File: src/sv/fjov_pkg.sv
package fjov_pkg;

  // Entries in the queue between the front and the back
  localparam int QUEUE_DEPTH = 2;

  // Object-level parse phase
  typedef enum logic [3:0] {
    PH_OPEN     = 4'd0,
    PH_TOP      = 4'd1,
    PH_KEYWAIT  = 4'd2,
    PH_KEY      = 4'd3,
    PH_COLON    = 4'd4,
    PH_VALWAIT  = 4'd5,
    PH_STR      = 4'd6,
    PH_NUM      = 4'd7,
    PH_AFTERVAL = 4'd8,
    PH_END      = 4'd9,
    PH_ERR      = 4'd10,
    PH_COMMA    = 4'd11
  } phase_t;

  // Number grammar phase
  typedef enum logic [4:0] {
    NS_START    = 5'd0,
    NS_SIGN     = 5'd1,
    NS_ZERO     = 5'd2,
    NS_INT      = 5'd3,
    NS_DOT0     = 5'd4,
    NS_FRAC     = 5'd5,
    NS_E        = 5'd6,
    NS_ESIGN    = 5'd7,
    NS_EXP      = 5'd8,
    NS_HX       = 5'd9,
    NS_HINT     = 5'd10,
    NS_HDOT0    = 5'd11,
    NS_HFRAC    = 5'd12,
    NS_P        = 5'd13,
    NS_PSIGN    = 5'd14,
    NS_PEXP     = 5'd15,
    NS_I        = 5'd16,
    NS_IN       = 5'd17,
    NS_INF      = 5'd18,
    NS_INFI     = 5'd19,
    NS_INFIN    = 5'd20,
    NS_INFINI   = 5'd21,
    NS_INFINIT  = 5'd22,
    NS_INFINITY = 5'd23,
    NS_N        = 5'd24,
    NS_NA       = 5'd25,
    NS_NAN      = 5'd26,
    NS_NANP     = 5'd27,
    NS_NANDONE  = 5'd28,
    NS_STOP     = 5'd31
  } num_phase_t;

  // Structural token of a byte
  typedef enum logic [3:0] {
    TK_OTHER  = 4'd0,
    TK_ZERO   = 4'd1,
    TK_LBRACE = 4'd2,
    TK_RBRACE = 4'd3,
    TK_QUOTE  = 4'd4,
    TK_COLON  = 4'd5,
    TK_COMMA  = 4'd6,
    TK_SPACE  = 4'd7,
    TK_DOT    = 4'd8,
    TK_LPAREN = 4'd9,
    TK_RPAREN = 4'd10,
    TK_SIGN   = 4'd11
  } token_t;

  // Byte class reported with each result
  typedef enum logic [2:0] {
    CLS_STRUCT  = 3'd0,
    CLS_KEY     = 3'd1,
    CLS_STR     = 3'd2,
    CLS_NUM     = 3'd3,
    CLS_IGNORED = 3'd4
  } byte_class_t;

  // Error codes
  typedef enum logic [3:0] {
    ERR_NONE      = 4'd0,
    ERR_EMPTY     = 4'd1,
    ERR_NO_BRACE  = 4'd2,
    ERR_BAD_END   = 4'd3,
    ERR_KEY       = 4'd4,
    ERR_KEY_QUOTE = 4'd5,
    ERR_COLON     = 4'd6,
    ERR_VALUE     = 4'd7,
    ERR_STR_QUOTE = 4'd8,
    ERR_NUMBER    = 4'd9,
    ERR_COMMA     = 4'd10
  } err_t;

  // Classified byte passed from front to back
  typedef struct packed {
    token_t     tok;
    logic [7:0] lc;       // lower-cased byte
    logic       is_ws;    // space or tab..CR
    logic       is_dig;
    logic       is_hex;
    logic       is_alnum; // letter, digit or underscore
  } char_info_t;

endpackage

File: src/sv/fjov_text_if.sv
interface fjov_text_if;
  logic       valid;
  logic       ready;
  logic [7:0] text_byte;

  modport source (output valid, output text_byte, input ready);
  modport sink (input valid, input text_byte, output ready);
endinterface

File: src/sv/fjov_result_if.sv
interface fjov_result_if;
  logic       valid;
  logic       ready;
  logic [2:0] byte_class;
  logic       key_end;
  logic       value_end;
  logic       text_done;
  logic       accepted;
  logic [3:0] error_kind;

  modport source (
    output valid, output byte_class, output key_end, output value_end,
    output text_done, output accepted, output error_kind, input ready
  );
  modport sink (
    input valid, input byte_class, input key_end, input value_end,
    input text_done, input accepted, input error_kind, output ready
  );
endinterface

File: src/sv/fjov_front.sv
module fjov_front (
  input  logic                 clk,
  input  logic                 rst,
  fjov_text_if.sink            text,
  output fjov_pkg::char_info_t info,
  output logic                 info_valid,
  input  logic                 info_ready
);

  fjov_pkg::char_info_t cls;
  logic [7:0]           c;
  logic                 dig;

  // Byte classification
  always_comb begin
    c   = text.text_byte;
    dig = c inside {["0":"9"]};
    cls.lc = (c inside {["A":"Z"]}) ? c + 8'd32 : c;
    case (c)
      8'h00:   cls.tok = fjov_pkg::TK_ZERO;
      "{":     cls.tok = fjov_pkg::TK_LBRACE;
      "}":     cls.tok = fjov_pkg::TK_RBRACE;
      8'h22:   cls.tok = fjov_pkg::TK_QUOTE;
      ":":     cls.tok = fjov_pkg::TK_COLON;
      ",":     cls.tok = fjov_pkg::TK_COMMA;
      " ":     cls.tok = fjov_pkg::TK_SPACE;
      ".":     cls.tok = fjov_pkg::TK_DOT;
      "(":     cls.tok = fjov_pkg::TK_LPAREN;
      ")":     cls.tok = fjov_pkg::TK_RPAREN;
      "+", "-": cls.tok = fjov_pkg::TK_SIGN;
      default: cls.tok = fjov_pkg::TK_OTHER;
    endcase
    cls.is_ws    = (c == " ") || (c inside {[8'd9:8'd13]});
    cls.is_dig   = dig;
    cls.is_hex   = dig || (cls.lc inside {["a":"f"]});
    cls.is_alnum = dig || (cls.lc inside {["a":"z"]}) || (c == "_");
  end

  // One-entry output stage
  assign text.ready = !info_valid || info_ready;

  always_ff @(posedge clk) begin
    if (rst) begin
      info_valid <= 1'b0;
    end else if (text.ready) begin
      info_valid <= text.valid;
    end
  end

  always_ff @(posedge clk) begin
    if (text.ready && text.valid) begin
      info <= cls;
    end
  end

endmodule

File: src/sv/fjov_queue.sv
module fjov_queue #(
  parameter int Depth = fjov_pkg::QUEUE_DEPTH
) (
  input  logic                 clk,
  input  logic                 rst,
  input  fjov_pkg::char_info_t push_data,
  input  logic                 push_valid,
  output logic                 push_ready,
  output fjov_pkg::char_info_t pop_data,
  output logic                 pop_valid,
  input  logic                 pop_ready
);

  localparam int PtrW = (Depth > 1) ? $clog2(Depth) : 1;
  localparam int CntW = $clog2(Depth + 1);

  fjov_pkg::char_info_t entries [Depth];
  logic [PtrW-1:0]      wr_ptr;
  logic [PtrW-1:0]      rd_ptr;
  logic [CntW-1:0]      count;
  logic                 push;
  logic                 pop;

  assign push_ready = (count != CntW'(Depth));
  assign pop_valid  = (count != '0);
  assign push       = push_valid && push_ready;
  assign pop        = pop_valid && pop_ready;
  assign pop_data   = entries[rd_ptr];

  // Pointers and fill count
  always_ff @(posedge clk) begin
    if (rst) begin
      wr_ptr <= '0;
      rd_ptr <= '0;
      count  <= '0;
    end else begin
      if (push) begin
        wr_ptr <= (wr_ptr == PtrW'(Depth - 1)) ? '0 : wr_ptr + 1'b1;
      end
      if (pop) begin
        rd_ptr <= (rd_ptr == PtrW'(Depth - 1)) ? '0 : rd_ptr + 1'b1;
      end
      case ({push, pop})
        2'b10:   count <= count + 1'b1;
        2'b01:   count <= count - 1'b1;
        default: count <= count;
      endcase
    end
  end

  always_ff @(posedge clk) begin
    if (push) begin
      entries[wr_ptr] <= push_data;
    end
  end

endmodule

File: src/sv/fjov_back.sv
module fjov_back (
  input  logic                 clk,
  input  logic                 rst,
  input  fjov_pkg::char_info_t info,
  input  logic                 info_valid,
  output logic                 info_ready,
  fjov_result_if.source        result
);

  // Number grammar step
  function automatic fjov_pkg::num_phase_t num_next(fjov_pkg::num_phase_t s,
                                                    fjov_pkg::char_info_t ch);
    fjov_pkg::num_phase_t r;
    logic                 sg;
    logic                 dot;
    sg  = (ch.tok == fjov_pkg::TK_SIGN);
    dot = (ch.tok == fjov_pkg::TK_DOT);
    r   = fjov_pkg::NS_STOP;
    case (s)
      fjov_pkg::NS_START, fjov_pkg::NS_SIGN: begin
        if (s == fjov_pkg::NS_START && ch.is_ws) r = fjov_pkg::NS_START;
        else if (s == fjov_pkg::NS_START && sg) r = fjov_pkg::NS_SIGN;
        else if (ch.lc == "0") r = fjov_pkg::NS_ZERO;
        else if (ch.is_dig) r = fjov_pkg::NS_INT;
        else if (dot) r = fjov_pkg::NS_DOT0;
        else if (ch.lc == "i") r = fjov_pkg::NS_I;
        else if (ch.lc == "n") r = fjov_pkg::NS_N;
      end
      fjov_pkg::NS_ZERO, fjov_pkg::NS_INT: begin
        if (s == fjov_pkg::NS_ZERO && ch.lc == "x") r = fjov_pkg::NS_HX;
        else if (ch.is_dig) r = fjov_pkg::NS_INT;
        else if (dot) r = fjov_pkg::NS_FRAC;
        else if (ch.lc == "e") r = fjov_pkg::NS_E;
      end
      fjov_pkg::NS_DOT0: if (ch.is_dig) r = fjov_pkg::NS_FRAC;
      fjov_pkg::NS_FRAC: begin
        if (ch.is_dig) r = fjov_pkg::NS_FRAC;
        else if (ch.lc == "e") r = fjov_pkg::NS_E;
      end
      fjov_pkg::NS_E: begin
        if (sg) r = fjov_pkg::NS_ESIGN;
        else if (ch.is_dig) r = fjov_pkg::NS_EXP;
      end
      fjov_pkg::NS_ESIGN, fjov_pkg::NS_EXP: if (ch.is_dig) r = fjov_pkg::NS_EXP;
      fjov_pkg::NS_HX: begin
        if (ch.is_hex) r = fjov_pkg::NS_HINT;
        else if (dot) r = fjov_pkg::NS_HDOT0;
      end
      fjov_pkg::NS_HINT: begin
        if (ch.is_hex) r = fjov_pkg::NS_HINT;
        else if (dot) r = fjov_pkg::NS_HFRAC;
        else if (ch.lc == "p") r = fjov_pkg::NS_P;
      end
      fjov_pkg::NS_HDOT0: if (ch.is_hex) r = fjov_pkg::NS_HFRAC;
      fjov_pkg::NS_HFRAC: begin
        if (ch.is_hex) r = fjov_pkg::NS_HFRAC;
        else if (ch.lc == "p") r = fjov_pkg::NS_P;
      end
      fjov_pkg::NS_P: begin
        if (sg) r = fjov_pkg::NS_PSIGN;
        else if (ch.is_dig) r = fjov_pkg::NS_PEXP;
      end
      fjov_pkg::NS_PSIGN, fjov_pkg::NS_PEXP: if (ch.is_dig) r = fjov_pkg::NS_PEXP;
      fjov_pkg::NS_I:       if (ch.lc == "n") r = fjov_pkg::NS_IN;
      fjov_pkg::NS_IN:      if (ch.lc == "f") r = fjov_pkg::NS_INF;
      fjov_pkg::NS_INF:     if (ch.lc == "i") r = fjov_pkg::NS_INFI;
      fjov_pkg::NS_INFI:    if (ch.lc == "n") r = fjov_pkg::NS_INFIN;
      fjov_pkg::NS_INFIN:   if (ch.lc == "i") r = fjov_pkg::NS_INFINI;
      fjov_pkg::NS_INFINI:  if (ch.lc == "t") r = fjov_pkg::NS_INFINIT;
      fjov_pkg::NS_INFINIT: if (ch.lc == "y") r = fjov_pkg::NS_INFINITY;
      fjov_pkg::NS_N:       if (ch.lc == "a") r = fjov_pkg::NS_NA;
      fjov_pkg::NS_NA:      if (ch.lc == "n") r = fjov_pkg::NS_NAN;
      fjov_pkg::NS_NAN:     if (ch.tok == fjov_pkg::TK_LPAREN) r = fjov_pkg::NS_NANP;
      fjov_pkg::NS_NANP: begin
        if (ch.tok == fjov_pkg::TK_RPAREN) r = fjov_pkg::NS_NANDONE;
        else if (ch.is_alnum) r = fjov_pkg::NS_NANP;
      end
      default: r = fjov_pkg::NS_STOP;
    endcase
    return r;
  endfunction

  // Phases at which a complete number has been seen
  function automatic logic num_matched(fjov_pkg::num_phase_t s);
    return s inside {fjov_pkg::NS_ZERO, fjov_pkg::NS_INT, fjov_pkg::NS_FRAC,
                     fjov_pkg::NS_EXP, fjov_pkg::NS_HINT, fjov_pkg::NS_HFRAC,
                     fjov_pkg::NS_PEXP, fjov_pkg::NS_INF, fjov_pkg::NS_INFINITY,
                     fjov_pkg::NS_NAN, fjov_pkg::NS_NANDONE};
  endfunction

  fjov_pkg::phase_t      parse_phase, parse_phase_next;
  fjov_pkg::num_phase_t  number_phase, number_phase_next;
  logic                  prefix_matched, prefix_matched_next;
  fjov_pkg::err_t        first_error, first_error_next;

  fjov_pkg::byte_class_t cls;
  logic                  ke, ve, done, acc;
  fjov_pkg::err_t        ek;

  fjov_pkg::num_phase_t  ns_cur, nx;
  logic                  pm_cur;
  logic                  av_ok;
  fjov_pkg::phase_t      av_phase;
  logic                  do_fail;
  fjov_pkg::err_t        fail_kind;

  logic                  rv;
  logic                  pop;

  assign pop        = info_valid && (!rv || result.ready);
  assign info_ready = !rv || result.ready;

  // State register
  always_ff @(posedge clk) begin
    if (rst) begin
      parse_phase    <= fjov_pkg::PH_OPEN;
      number_phase   <= fjov_pkg::NS_START;
      prefix_matched <= 1'b0;
      first_error    <= fjov_pkg::ERR_NONE;
    end else if (pop) begin
      parse_phase    <= parse_phase_next;
      number_phase   <= number_phase_next;
      prefix_matched <= prefix_matched_next;
      first_error    <= first_error_next;
    end
  end

  // Next state and result fields for the byte at the head of the queue
  always_comb begin
    parse_phase_next    = parse_phase;
    number_phase_next   = number_phase;
    prefix_matched_next = prefix_matched;
    first_error_next    = first_error;
    cls       = fjov_pkg::CLS_STRUCT;
    ke        = 1'b0;
    ve        = 1'b0;
    done      = 1'b0;
    acc       = 1'b0;
    ek        = fjov_pkg::ERR_NONE;
    do_fail   = 1'b0;
    fail_kind = fjov_pkg::ERR_NONE;

    // a number starts fresh from the value-wait phase
    ns_cur = (parse_phase == fjov_pkg::PH_VALWAIT) ? fjov_pkg::NS_START : number_phase;
    pm_cur = (parse_phase == fjov_pkg::PH_VALWAIT) ? 1'b0 : prefix_matched;
    nx     = num_next(ns_cur, info);

    // separator after a value
    av_ok    = 1'b1;
    av_phase = fjov_pkg::PH_ERR;
    case (info.tok)
      fjov_pkg::TK_SPACE:  av_phase = fjov_pkg::PH_AFTERVAL;
      fjov_pkg::TK_COMMA:  av_phase = fjov_pkg::PH_COMMA;
      fjov_pkg::TK_RBRACE: av_phase = fjov_pkg::PH_END;
      default:             av_ok = 1'b0;
    endcase

    case (parse_phase)
      fjov_pkg::PH_OPEN: begin
        if (info.tok == fjov_pkg::TK_ZERO) begin
          do_fail = 1'b1; fail_kind = fjov_pkg::ERR_EMPTY;
        end else if (info.tok == fjov_pkg::TK_LBRACE) begin
          parse_phase_next = fjov_pkg::PH_TOP;
        end else begin
          do_fail = 1'b1; fail_kind = fjov_pkg::ERR_NO_BRACE;
        end
      end
      fjov_pkg::PH_TOP, fjov_pkg::PH_COMMA: begin
        if (info.tok == fjov_pkg::TK_RBRACE) begin
          parse_phase_next = fjov_pkg::PH_END;
        end else if (info.tok == fjov_pkg::TK_ZERO) begin
          do_fail = 1'b1; fail_kind = fjov_pkg::ERR_BAD_END;
        end else if (info.tok == fjov_pkg::TK_QUOTE) begin
          parse_phase_next = fjov_pkg::PH_KEY;
          cls = fjov_pkg::CLS_KEY;
        end else if (info.tok == fjov_pkg::TK_SPACE) begin
          // spaces after a comma keep the comma phase
          if (parse_phase == fjov_pkg::PH_TOP) parse_phase_next = fjov_pkg::PH_KEYWAIT;
        end else begin
          do_fail = 1'b1; fail_kind = fjov_pkg::ERR_KEY;
        end
      end
      fjov_pkg::PH_KEYWAIT: begin
        if (info.tok == fjov_pkg::TK_QUOTE) begin
          parse_phase_next = fjov_pkg::PH_KEY;
          cls = fjov_pkg::CLS_KEY;
        end else if (info.tok != fjov_pkg::TK_SPACE) begin
          do_fail = 1'b1; fail_kind = fjov_pkg::ERR_KEY;
        end
      end
      fjov_pkg::PH_KEY: begin
        if (info.tok == fjov_pkg::TK_ZERO) begin
          do_fail = 1'b1; fail_kind = fjov_pkg::ERR_KEY_QUOTE;
        end else begin
          cls = fjov_pkg::CLS_KEY;
          if (info.tok == fjov_pkg::TK_QUOTE) begin
            ke = 1'b1;
            parse_phase_next = fjov_pkg::PH_COLON;
          end
        end
      end
      fjov_pkg::PH_COLON: begin
        if (info.tok == fjov_pkg::TK_COLON) begin
          parse_phase_next = fjov_pkg::PH_VALWAIT;
        end else if (info.tok != fjov_pkg::TK_SPACE) begin
          do_fail = 1'b1; fail_kind = fjov_pkg::ERR_COLON;
        end
      end
      fjov_pkg::PH_VALWAIT, fjov_pkg::PH_NUM: begin
        if (parse_phase == fjov_pkg::PH_VALWAIT && info.tok == fjov_pkg::TK_SPACE) begin
          // skip
        end else if (parse_phase == fjov_pkg::PH_VALWAIT &&
                     (info.tok == fjov_pkg::TK_ZERO || info.tok == fjov_pkg::TK_RBRACE)) begin
          do_fail = 1'b1; fail_kind = fjov_pkg::ERR_VALUE;
        end else if (parse_phase == fjov_pkg::PH_VALWAIT &&
                     info.tok == fjov_pkg::TK_QUOTE) begin
          parse_phase_next = fjov_pkg::PH_STR;
          cls = fjov_pkg::CLS_STR;
        end else begin
          // number byte
          parse_phase_next    = fjov_pkg::PH_NUM;
          number_phase_next   = ns_cur;
          prefix_matched_next = pm_cur;
          if (nx != fjov_pkg::NS_STOP) begin
            number_phase_next = nx;
            if (num_matched(nx)) prefix_matched_next = 1'b1;
            cls = (nx == fjov_pkg::NS_START) ? fjov_pkg::CLS_STRUCT : fjov_pkg::CLS_NUM;
          end else if (num_matched(ns_cur)) begin
            if (av_ok) begin
              parse_phase_next = av_phase;
              ve = 1'b1;
            end else begin
              do_fail = 1'b1; fail_kind = fjov_pkg::ERR_COMMA;
            end
          end else begin
            do_fail   = 1'b1;
            fail_kind = pm_cur ? fjov_pkg::ERR_COMMA : fjov_pkg::ERR_NUMBER;
          end
        end
      end
      fjov_pkg::PH_STR: begin
        if (info.tok == fjov_pkg::TK_ZERO) begin
          do_fail = 1'b1; fail_kind = fjov_pkg::ERR_STR_QUOTE;
        end else begin
          cls = fjov_pkg::CLS_STR;
          if (info.tok == fjov_pkg::TK_QUOTE) begin
            ve = 1'b1;
            parse_phase_next = fjov_pkg::PH_AFTERVAL;
          end
        end
      end
      fjov_pkg::PH_AFTERVAL: begin
        if (av_ok) begin
          parse_phase_next = av_phase;
        end else begin
          do_fail = 1'b1; fail_kind = fjov_pkg::ERR_COMMA;
        end
      end
      fjov_pkg::PH_END: begin
        if (info.tok != fjov_pkg::TK_ZERO) begin
          do_fail = 1'b1; fail_kind = fjov_pkg::ERR_BAD_END;
        end
      end
      fjov_pkg::PH_ERR: cls = fjov_pkg::CLS_IGNORED;
      default: begin
        do_fail = 1'b1; fail_kind = fjov_pkg::ERR_BAD_END;
      end
    endcase

    // keep only the first error
    if (do_fail) begin
      if (first_error == fjov_pkg::ERR_NONE) first_error_next = fail_kind;
      parse_phase_next = fjov_pkg::PH_ERR;
      cls = fjov_pkg::CLS_IGNORED;
    end

    // end of text: report and start over
    if (info.tok == fjov_pkg::TK_ZERO) begin
      done = 1'b1;
      cls  = fjov_pkg::CLS_STRUCT;
      ek   = first_error_next;
      acc  = (first_error_next == fjov_pkg::ERR_NONE);
      parse_phase_next    = fjov_pkg::PH_OPEN;
      number_phase_next   = fjov_pkg::NS_START;
      prefix_matched_next = 1'b0;
      first_error_next    = fjov_pkg::ERR_NONE;
    end
  end

  // Output register
  always_ff @(posedge clk) begin
    if (rst) begin
      rv <= 1'b0;
    end else if (!rv || result.ready) begin
      rv <= info_valid;
    end
  end

  always_ff @(posedge clk) begin
    if (pop) begin
      result.byte_class <= cls;
      result.key_end    <= ke;
      result.value_end  <= ve;
      result.text_done  <= done;
      result.accepted   <= acc;
      result.error_kind <= ek;
    end
  end

  assign result.valid = rv;

endmodule

File: src/sv/flat_json_object_validator.sv
// Flat JSON object validator.
// Channel text carries one byte per transfer (text_byte); a zero byte ends
// the text. Channel result returns exactly one item per byte: its class
// (structure/space, key, string value, number, ignored after an error),
// key and value end marks, and on the zero byte text_done with accepted
// and the first error code. After the zero byte a new text may follow.
// Throughput: one byte per cycle while the receiver holds ready high; the
// back end updates its parse state once per byte. A byte passes through
// the classify register, a queue entry and the output register before
// its result is valid.
// Reset (rst, synchronous, active high) empties all stages and puts the
// parser at the start of a text with no error recorded.
// When the receiver holds ready low, the output register holds its item,
// the queue fills up and then text.ready drops; no item is lost or
// repeated, and transfers resume at full rate once ready returns.
module flat_json_object_validator #(
  parameter int QueueDepth = fjov_pkg::QUEUE_DEPTH
) (
  input  logic          clk,
  input  logic          rst,
  fjov_text_if.sink     text,
  fjov_result_if.source result
);

  fjov_pkg::char_info_t front_info;
  logic                 front_valid;
  logic                 front_ready;
  fjov_pkg::char_info_t back_info;
  logic                 back_valid;
  logic                 back_ready;

  // Byte classifier
  fjov_front u_front (
    .clk        (clk),
    .rst        (rst),
    .text       (text),
    .info       (front_info),
    .info_valid (front_valid),
    .info_ready (front_ready)
  );

  // Decoupling queue
  fjov_queue #(
    .Depth (QueueDepth)
  ) u_queue (
    .clk        (clk),
    .rst        (rst),
    .push_data  (front_info),
    .push_valid (front_valid),
    .push_ready (front_ready),
    .pop_data   (back_info),
    .pop_valid  (back_valid),
    .pop_ready  (back_ready)
  );

  // Parser and result register
  fjov_back u_back (
    .clk        (clk),
    .rst        (rst),
    .info       (back_info),
    .info_valid (back_valid),
    .info_ready (back_ready),
    .result     (result)
  );

endmodule

File: src/flat_wrapper.sv
// flat-port wrapper written by rule: the top's interface ports become plain ports
module flat_json_object_validator_flat 
#(
  parameter int QueueDepth = fjov_pkg::QUEUE_DEPTH
)
  (clk, rst, text_valid, text_text_byte, text_ready, result_valid, result_byte_class, result_key_end, result_value_end, result_text_done, result_accepted, result_error_kind, result_ready);
  fjov_text_if text_i ();
  fjov_result_if result_i ();
  input  logic clk;
  input  logic rst;
  input wire logic [$bits(text_i.valid)-1:0] text_valid;
  input wire logic [$bits(text_i.text_byte)-1:0] text_text_byte;
  output wire logic [$bits(text_i.ready)-1:0] text_ready;
  output wire logic [$bits(result_i.valid)-1:0] result_valid;
  output wire logic [$bits(result_i.byte_class)-1:0] result_byte_class;
  output wire logic [$bits(result_i.key_end)-1:0] result_key_end;
  output wire logic [$bits(result_i.value_end)-1:0] result_value_end;
  output wire logic [$bits(result_i.text_done)-1:0] result_text_done;
  output wire logic [$bits(result_i.accepted)-1:0] result_accepted;
  output wire logic [$bits(result_i.error_kind)-1:0] result_error_kind;
  input wire logic [$bits(result_i.ready)-1:0] result_ready;
  assign text_i.valid = text_valid;
  assign text_i.text_byte = text_text_byte;
  assign text_ready = text_i.ready;
  assign result_valid = result_i.valid;
  assign result_byte_class = result_i.byte_class;
  assign result_key_end = result_i.key_end;
  assign result_value_end = result_i.value_end;
  assign result_text_done = result_i.text_done;
  assign result_accepted = result_i.accepted;
  assign result_error_kind = result_i.error_kind;
  assign result_i.ready = result_ready;
  flat_json_object_validator #(.QueueDepth(QueueDepth)) u_core (.clk(clk), .rst(rst), .text(text_i), .result(result_i));
endmodule
File: config.mk
export PLATFORM = sky130hd
export DESIGN_NAME = flat_json_object_validator_flat
export DESIGN_NICKNAME = d
export VERILOG_FILES = /design/src/sv/fjov_pkg.sv /design/src/sv/fjov_text_if.sv /design/src/sv/fjov_result_if.sv /design/src/sv/fjov_front.sv /design/src/sv/fjov_queue.sv /design/src/sv/fjov_back.sv /design/src/sv/flat_json_object_validator.sv /design/src/flat_wrapper.sv
export SDC_FILE = /design/constraint.sdc
export NUM_CORES = 1
export LEC_CHECK = 0
export BUFFER_PORTS_ARGS = -buffer_cell sky130_fd_sc_hd__buf_2
export CAP_MARGIN = 10
export CORE_AREA = 4 4 107 109
export CTS_CLUSTER_DIAMETER = 50
export DETAILED_ROUTE_END_ITERATION = 10
export DIE_AREA = 0 0 111 113
export GPL_TIMING_DRIVEN = 0
export PLACE_DENSITY = 0.82
export SETUP_SLACK_MARGIN = 0.2
export SLEW_MARGIN = 20
export SYNTH_ARGS = -nofsm -noshare
export SYNTH_HDL_FRONTEND = slang
export SYNTH_SLANG_ARGS = --single-unit
export TNS_END_PERCENT = 10
File: constraint.sdc
create_clock -name clk -period 6.4 [get_ports clk]
set_input_delay 0.32 -clock clk [delete_from_list [all_inputs] [get_ports clk]]
set_output_delay 0.32 -clock clk [all_outputs]
set_load 0.02 [all_outputs]
==> results.cfg <==
[synthesis]
ys_async_sr_fraction_pct = 0
synth_top_area_share_pct = 31.1
ys_seq_area_share_pct = 38.5
synth_area_leader_cell = edfxtp_1
synth_cell_types = 88
netlist_instances = 644
synth-edff-count = 59
synth_area_um2 = 5700
ys_ff_latch = 80
yosys_warnings = 0
synthTopCellsByArea = edfxtp_1 31%, dfxtp_1 7.4%, a21oi_1 4.7%, nor2_1 4.4%, nand2_1 3.1%
avgSynthCellArea_um2 = 8.85
ys.flop_type = edfxtp_1
synth_nets = 660

[min_path]
min_from = text_text_byte[0]
min_path_type = in -> reg

[placement]
gp_congestion = 1.03
dp_cells = 807
port_buffers = 23
dpl.hpwl_um = 11900

[worst_setup_path]
critPathKind = reg -> reg
cp-start-kind = flip-flop
worstPathArrival_ns = 4.11
slowest_stage = o22ai_1
path_cells = buf_6 -> buf_2 -> buf_2 -> nor3b_1 -> o22ai_1 -> a21oi_1 -> nand3b_1 -> nor4b_1 -> o21ai_0 -> a41oi_1 -> nor3b_1 -> a22oi_1 -> o21ai_0
cp_max_fo = 10
cpPeakStageDelay_ns = 0.61
end_kind = flip-flop
required_ns = 6.65

[floorplan]
die_w_um = 111
start_util_pct = 53.8
core_area_um2 = 10600
io-pin-count = 25
dieArea_um2 = 12500
die_h_um = 113
rows = 38

[timing]
fin_skew_ns = 0.00931
finalSetupViolCount = 0
slew_headroom_pct = 39.6
rsz0062_at_grt = no
max_freq_mhz = 259
tns_ns = 0
hold_viol = 0
fin_crit_ns = 3.86
period_share_pct = 60.3
worstMarginPinSlew_ns = 0.881
maxSlewViolCount = 0

[layout]
fin_cells = 823
final_layout_size_suffix_gt1_share_pct = 11.0
syn2layout_area_growth_pct = 8.74
antenna_cells = 0
final_nets = 694

[pwr]
power_density_nw_per_um2 = 299
vdd_ir_drop_max_mv = 0.184
power_leakage_nw = 2.20

[cts]
ctsResizeCount = 0
numCtsBuffers = 9
ctsHtreeMaxLevel = 3
cts.sinks = 80
ctsRootBufferMaster = clkbuf_8
cts_tree = built
cts_hold_buf = 0
insertion_delay_ns = 0.36
cts_setup_buffers = 0
cts_max_path_buffers = 2
path_clk_slew_ns = 0.08

[routing]
firstDrtPassIters = 5
routed_via_density = 6.61
route.detailed.drc = 0
drt-initial-drc-count = 623
antenna_left = 0
wl_per_cell_um = 19.2
vias = 5442
wl_um = 15800

[grt]
grt_pass1_vias = 5275
grt_max_degree = 17
grt.total_usage_pct = 25.2
grt.overflow.total = 0
grt_pass1_wl_um = 25900
antenna_found_initial = 0

[outcome]
status = finished clean

[job]
maxCapViolations = 0
==> registers in the layout, indices dropped and copies added, names as in the netlist, named ones only <==
name and count:
u_core.u_back.first_error 4, u_core.u_back.number_phase 5, u_core.u_back.parse_phase 4, u_core.u_back.prefix_matched 1
u_core.u_back.result.accepted 1, u_core.u_back.result.byte_class 3, u_core.u_back.result.error_kind 4, u_core.u_back.result.key_end 1
u_core.u_back.result.text_done 1, u_core.u_back.result.valid 1, u_core.u_back.result.value_end 1, u_core.u_front.info 16
u_core.u_front.info_valid 1, u_core.u_queue.count 2, u_core.u_queue.entries 32, u_core.u_queue.rd_ptr 1
u_core.u_queue.wr_ptr 1
==> cell usage after synthesis, drive strengths merged, types with 7 or more instances <==
| library cell | instances |
|---|---|
| inv | 19 |
| nor2 | 67 |
| clkbuf | 26 |
| o22ai | 10 |
| nor4 | 10 |
| nand2 | 47 |
| o32ai | 9 |
| nor3b | 11 |
| dfxtp | 21 |
| nand3 | 26 |
| o21ai | 35 |
| buf | 10 |
| a21oi | 55 |
| nand4 | 7 |
| o211ai | 7 |
| a31oi | 9 |
| nand2b | 15 |
| nor3 | 21 |
| edfxtp | 59 |
| or2 | 8 |
| mux2i | 7 |
| and2 | 10 |
| nand3b | 7 |
| nor2b | 13 |
==> per-stage QoR <==
step	setup slack (ns)	power (W)	hold slack [ns]	utilization (%)	cell area (µm²)
finish	2.54	0.00185	0.160	58.5	6200
global route	2.32	0.00196	0.143	58.5	6200
CTS	2.69	0.00184	0.153	58.5	6200
floorplan	3.35	0.00126	0.419	-	5700
detailed placement	2.72	0.00145	0.434	56.5	5990
global placement	2.72	0.00142	0.424	56.5	5990
==> routing by layer <==
metal | up-vias | wire, µm | GRT usage [%]
met2 | 329 | 7660 | 42.6
li1 | 2538 | - | -
met3 | 48 | 1320 | 4.92
met5 | - | 0 | 0
met1 | 2527 | 6330 | 31.3
met4 | 0 | 475 | 11.4
==> critical path, delay by kind of cell, from the launching register on <==
| kind | cells | cell delay (ns) |
|---|---|---|
| simple gates | 4 | 1.15 |
| flops | 1 | 0.39 |
| compound gates | 6 | 1.53 |
| buf+inv | 3 | 0.68 |
==> layout by cell type (no fill, tap or decap), types with 7 or more instances in the layout <==
cell	n
nor2b_1	13
nor3b_1	9
buf_2	28
nand2b_1	15
clkbuf_8	9
dfxtp_1	21
clkbuf_1	29
edfxtp_1	59
nand3_1	26
nor3_1	19
o211ai_1	7
nor4_1	8
a31oi_1	9
o21ai_0	29
inv_1	19
and2_1	10
a21oi_1	53
o22ai_1	10
nor2_1	66
o32ai_1	8
mux2i_1	7
nand2_1	47
nand3b_1	7
nand4_1	7
or2_2	7
==> final timing paths <==
| kind | end | slack (ns) | depth (start not counted) |
|---|---|---|---|
| max reg2reg | u_core.u_back.parse_phase[3] | 2.54 | 13 |
| max | u_core.u_back.parse_phase[3] | 2.54 | 13 |
| min reg2reg | u_core.u_queue.entries[1][13] | 0.44 | 0 |
| min | u_core.u_front.info[4] | 0.16 | 1 |
==> power by group <==
group | switching, W | leakage (nW) | internal [W] | total (W)
sequential | 0.0000412 | 0.734 | 0.000647 | 0.000688
combinational | 0.000496 | 1.36 | 0.000275 | 0.000771
clock | 0.000174 | 0.104 | 0.000219 | 0.000393
==> final cells by class <==
cell class                      instances  area (µm²)
Clock buffer                           12         135
Sequential cell                        80        2190
Fill cell                             912        4400
Tap cell                              140         175
Timing Repair Buffer                   23         115
Buffer                                 36         168
Inverter                               21        78.8
Clock inverter                          4        70.1
Multi-Input combinational cell        507        3260
==> logic make-up after synthesis <==
group | share of synthesized area [%]
buf+inv | 4.32
simple gates | 29.0
xor+xnor | 1.69
fa+ha+maj | 0.878
mux | 2.02
compound gates | 23.7
flops | 38.5
Power figures use the tool's default switching activity.
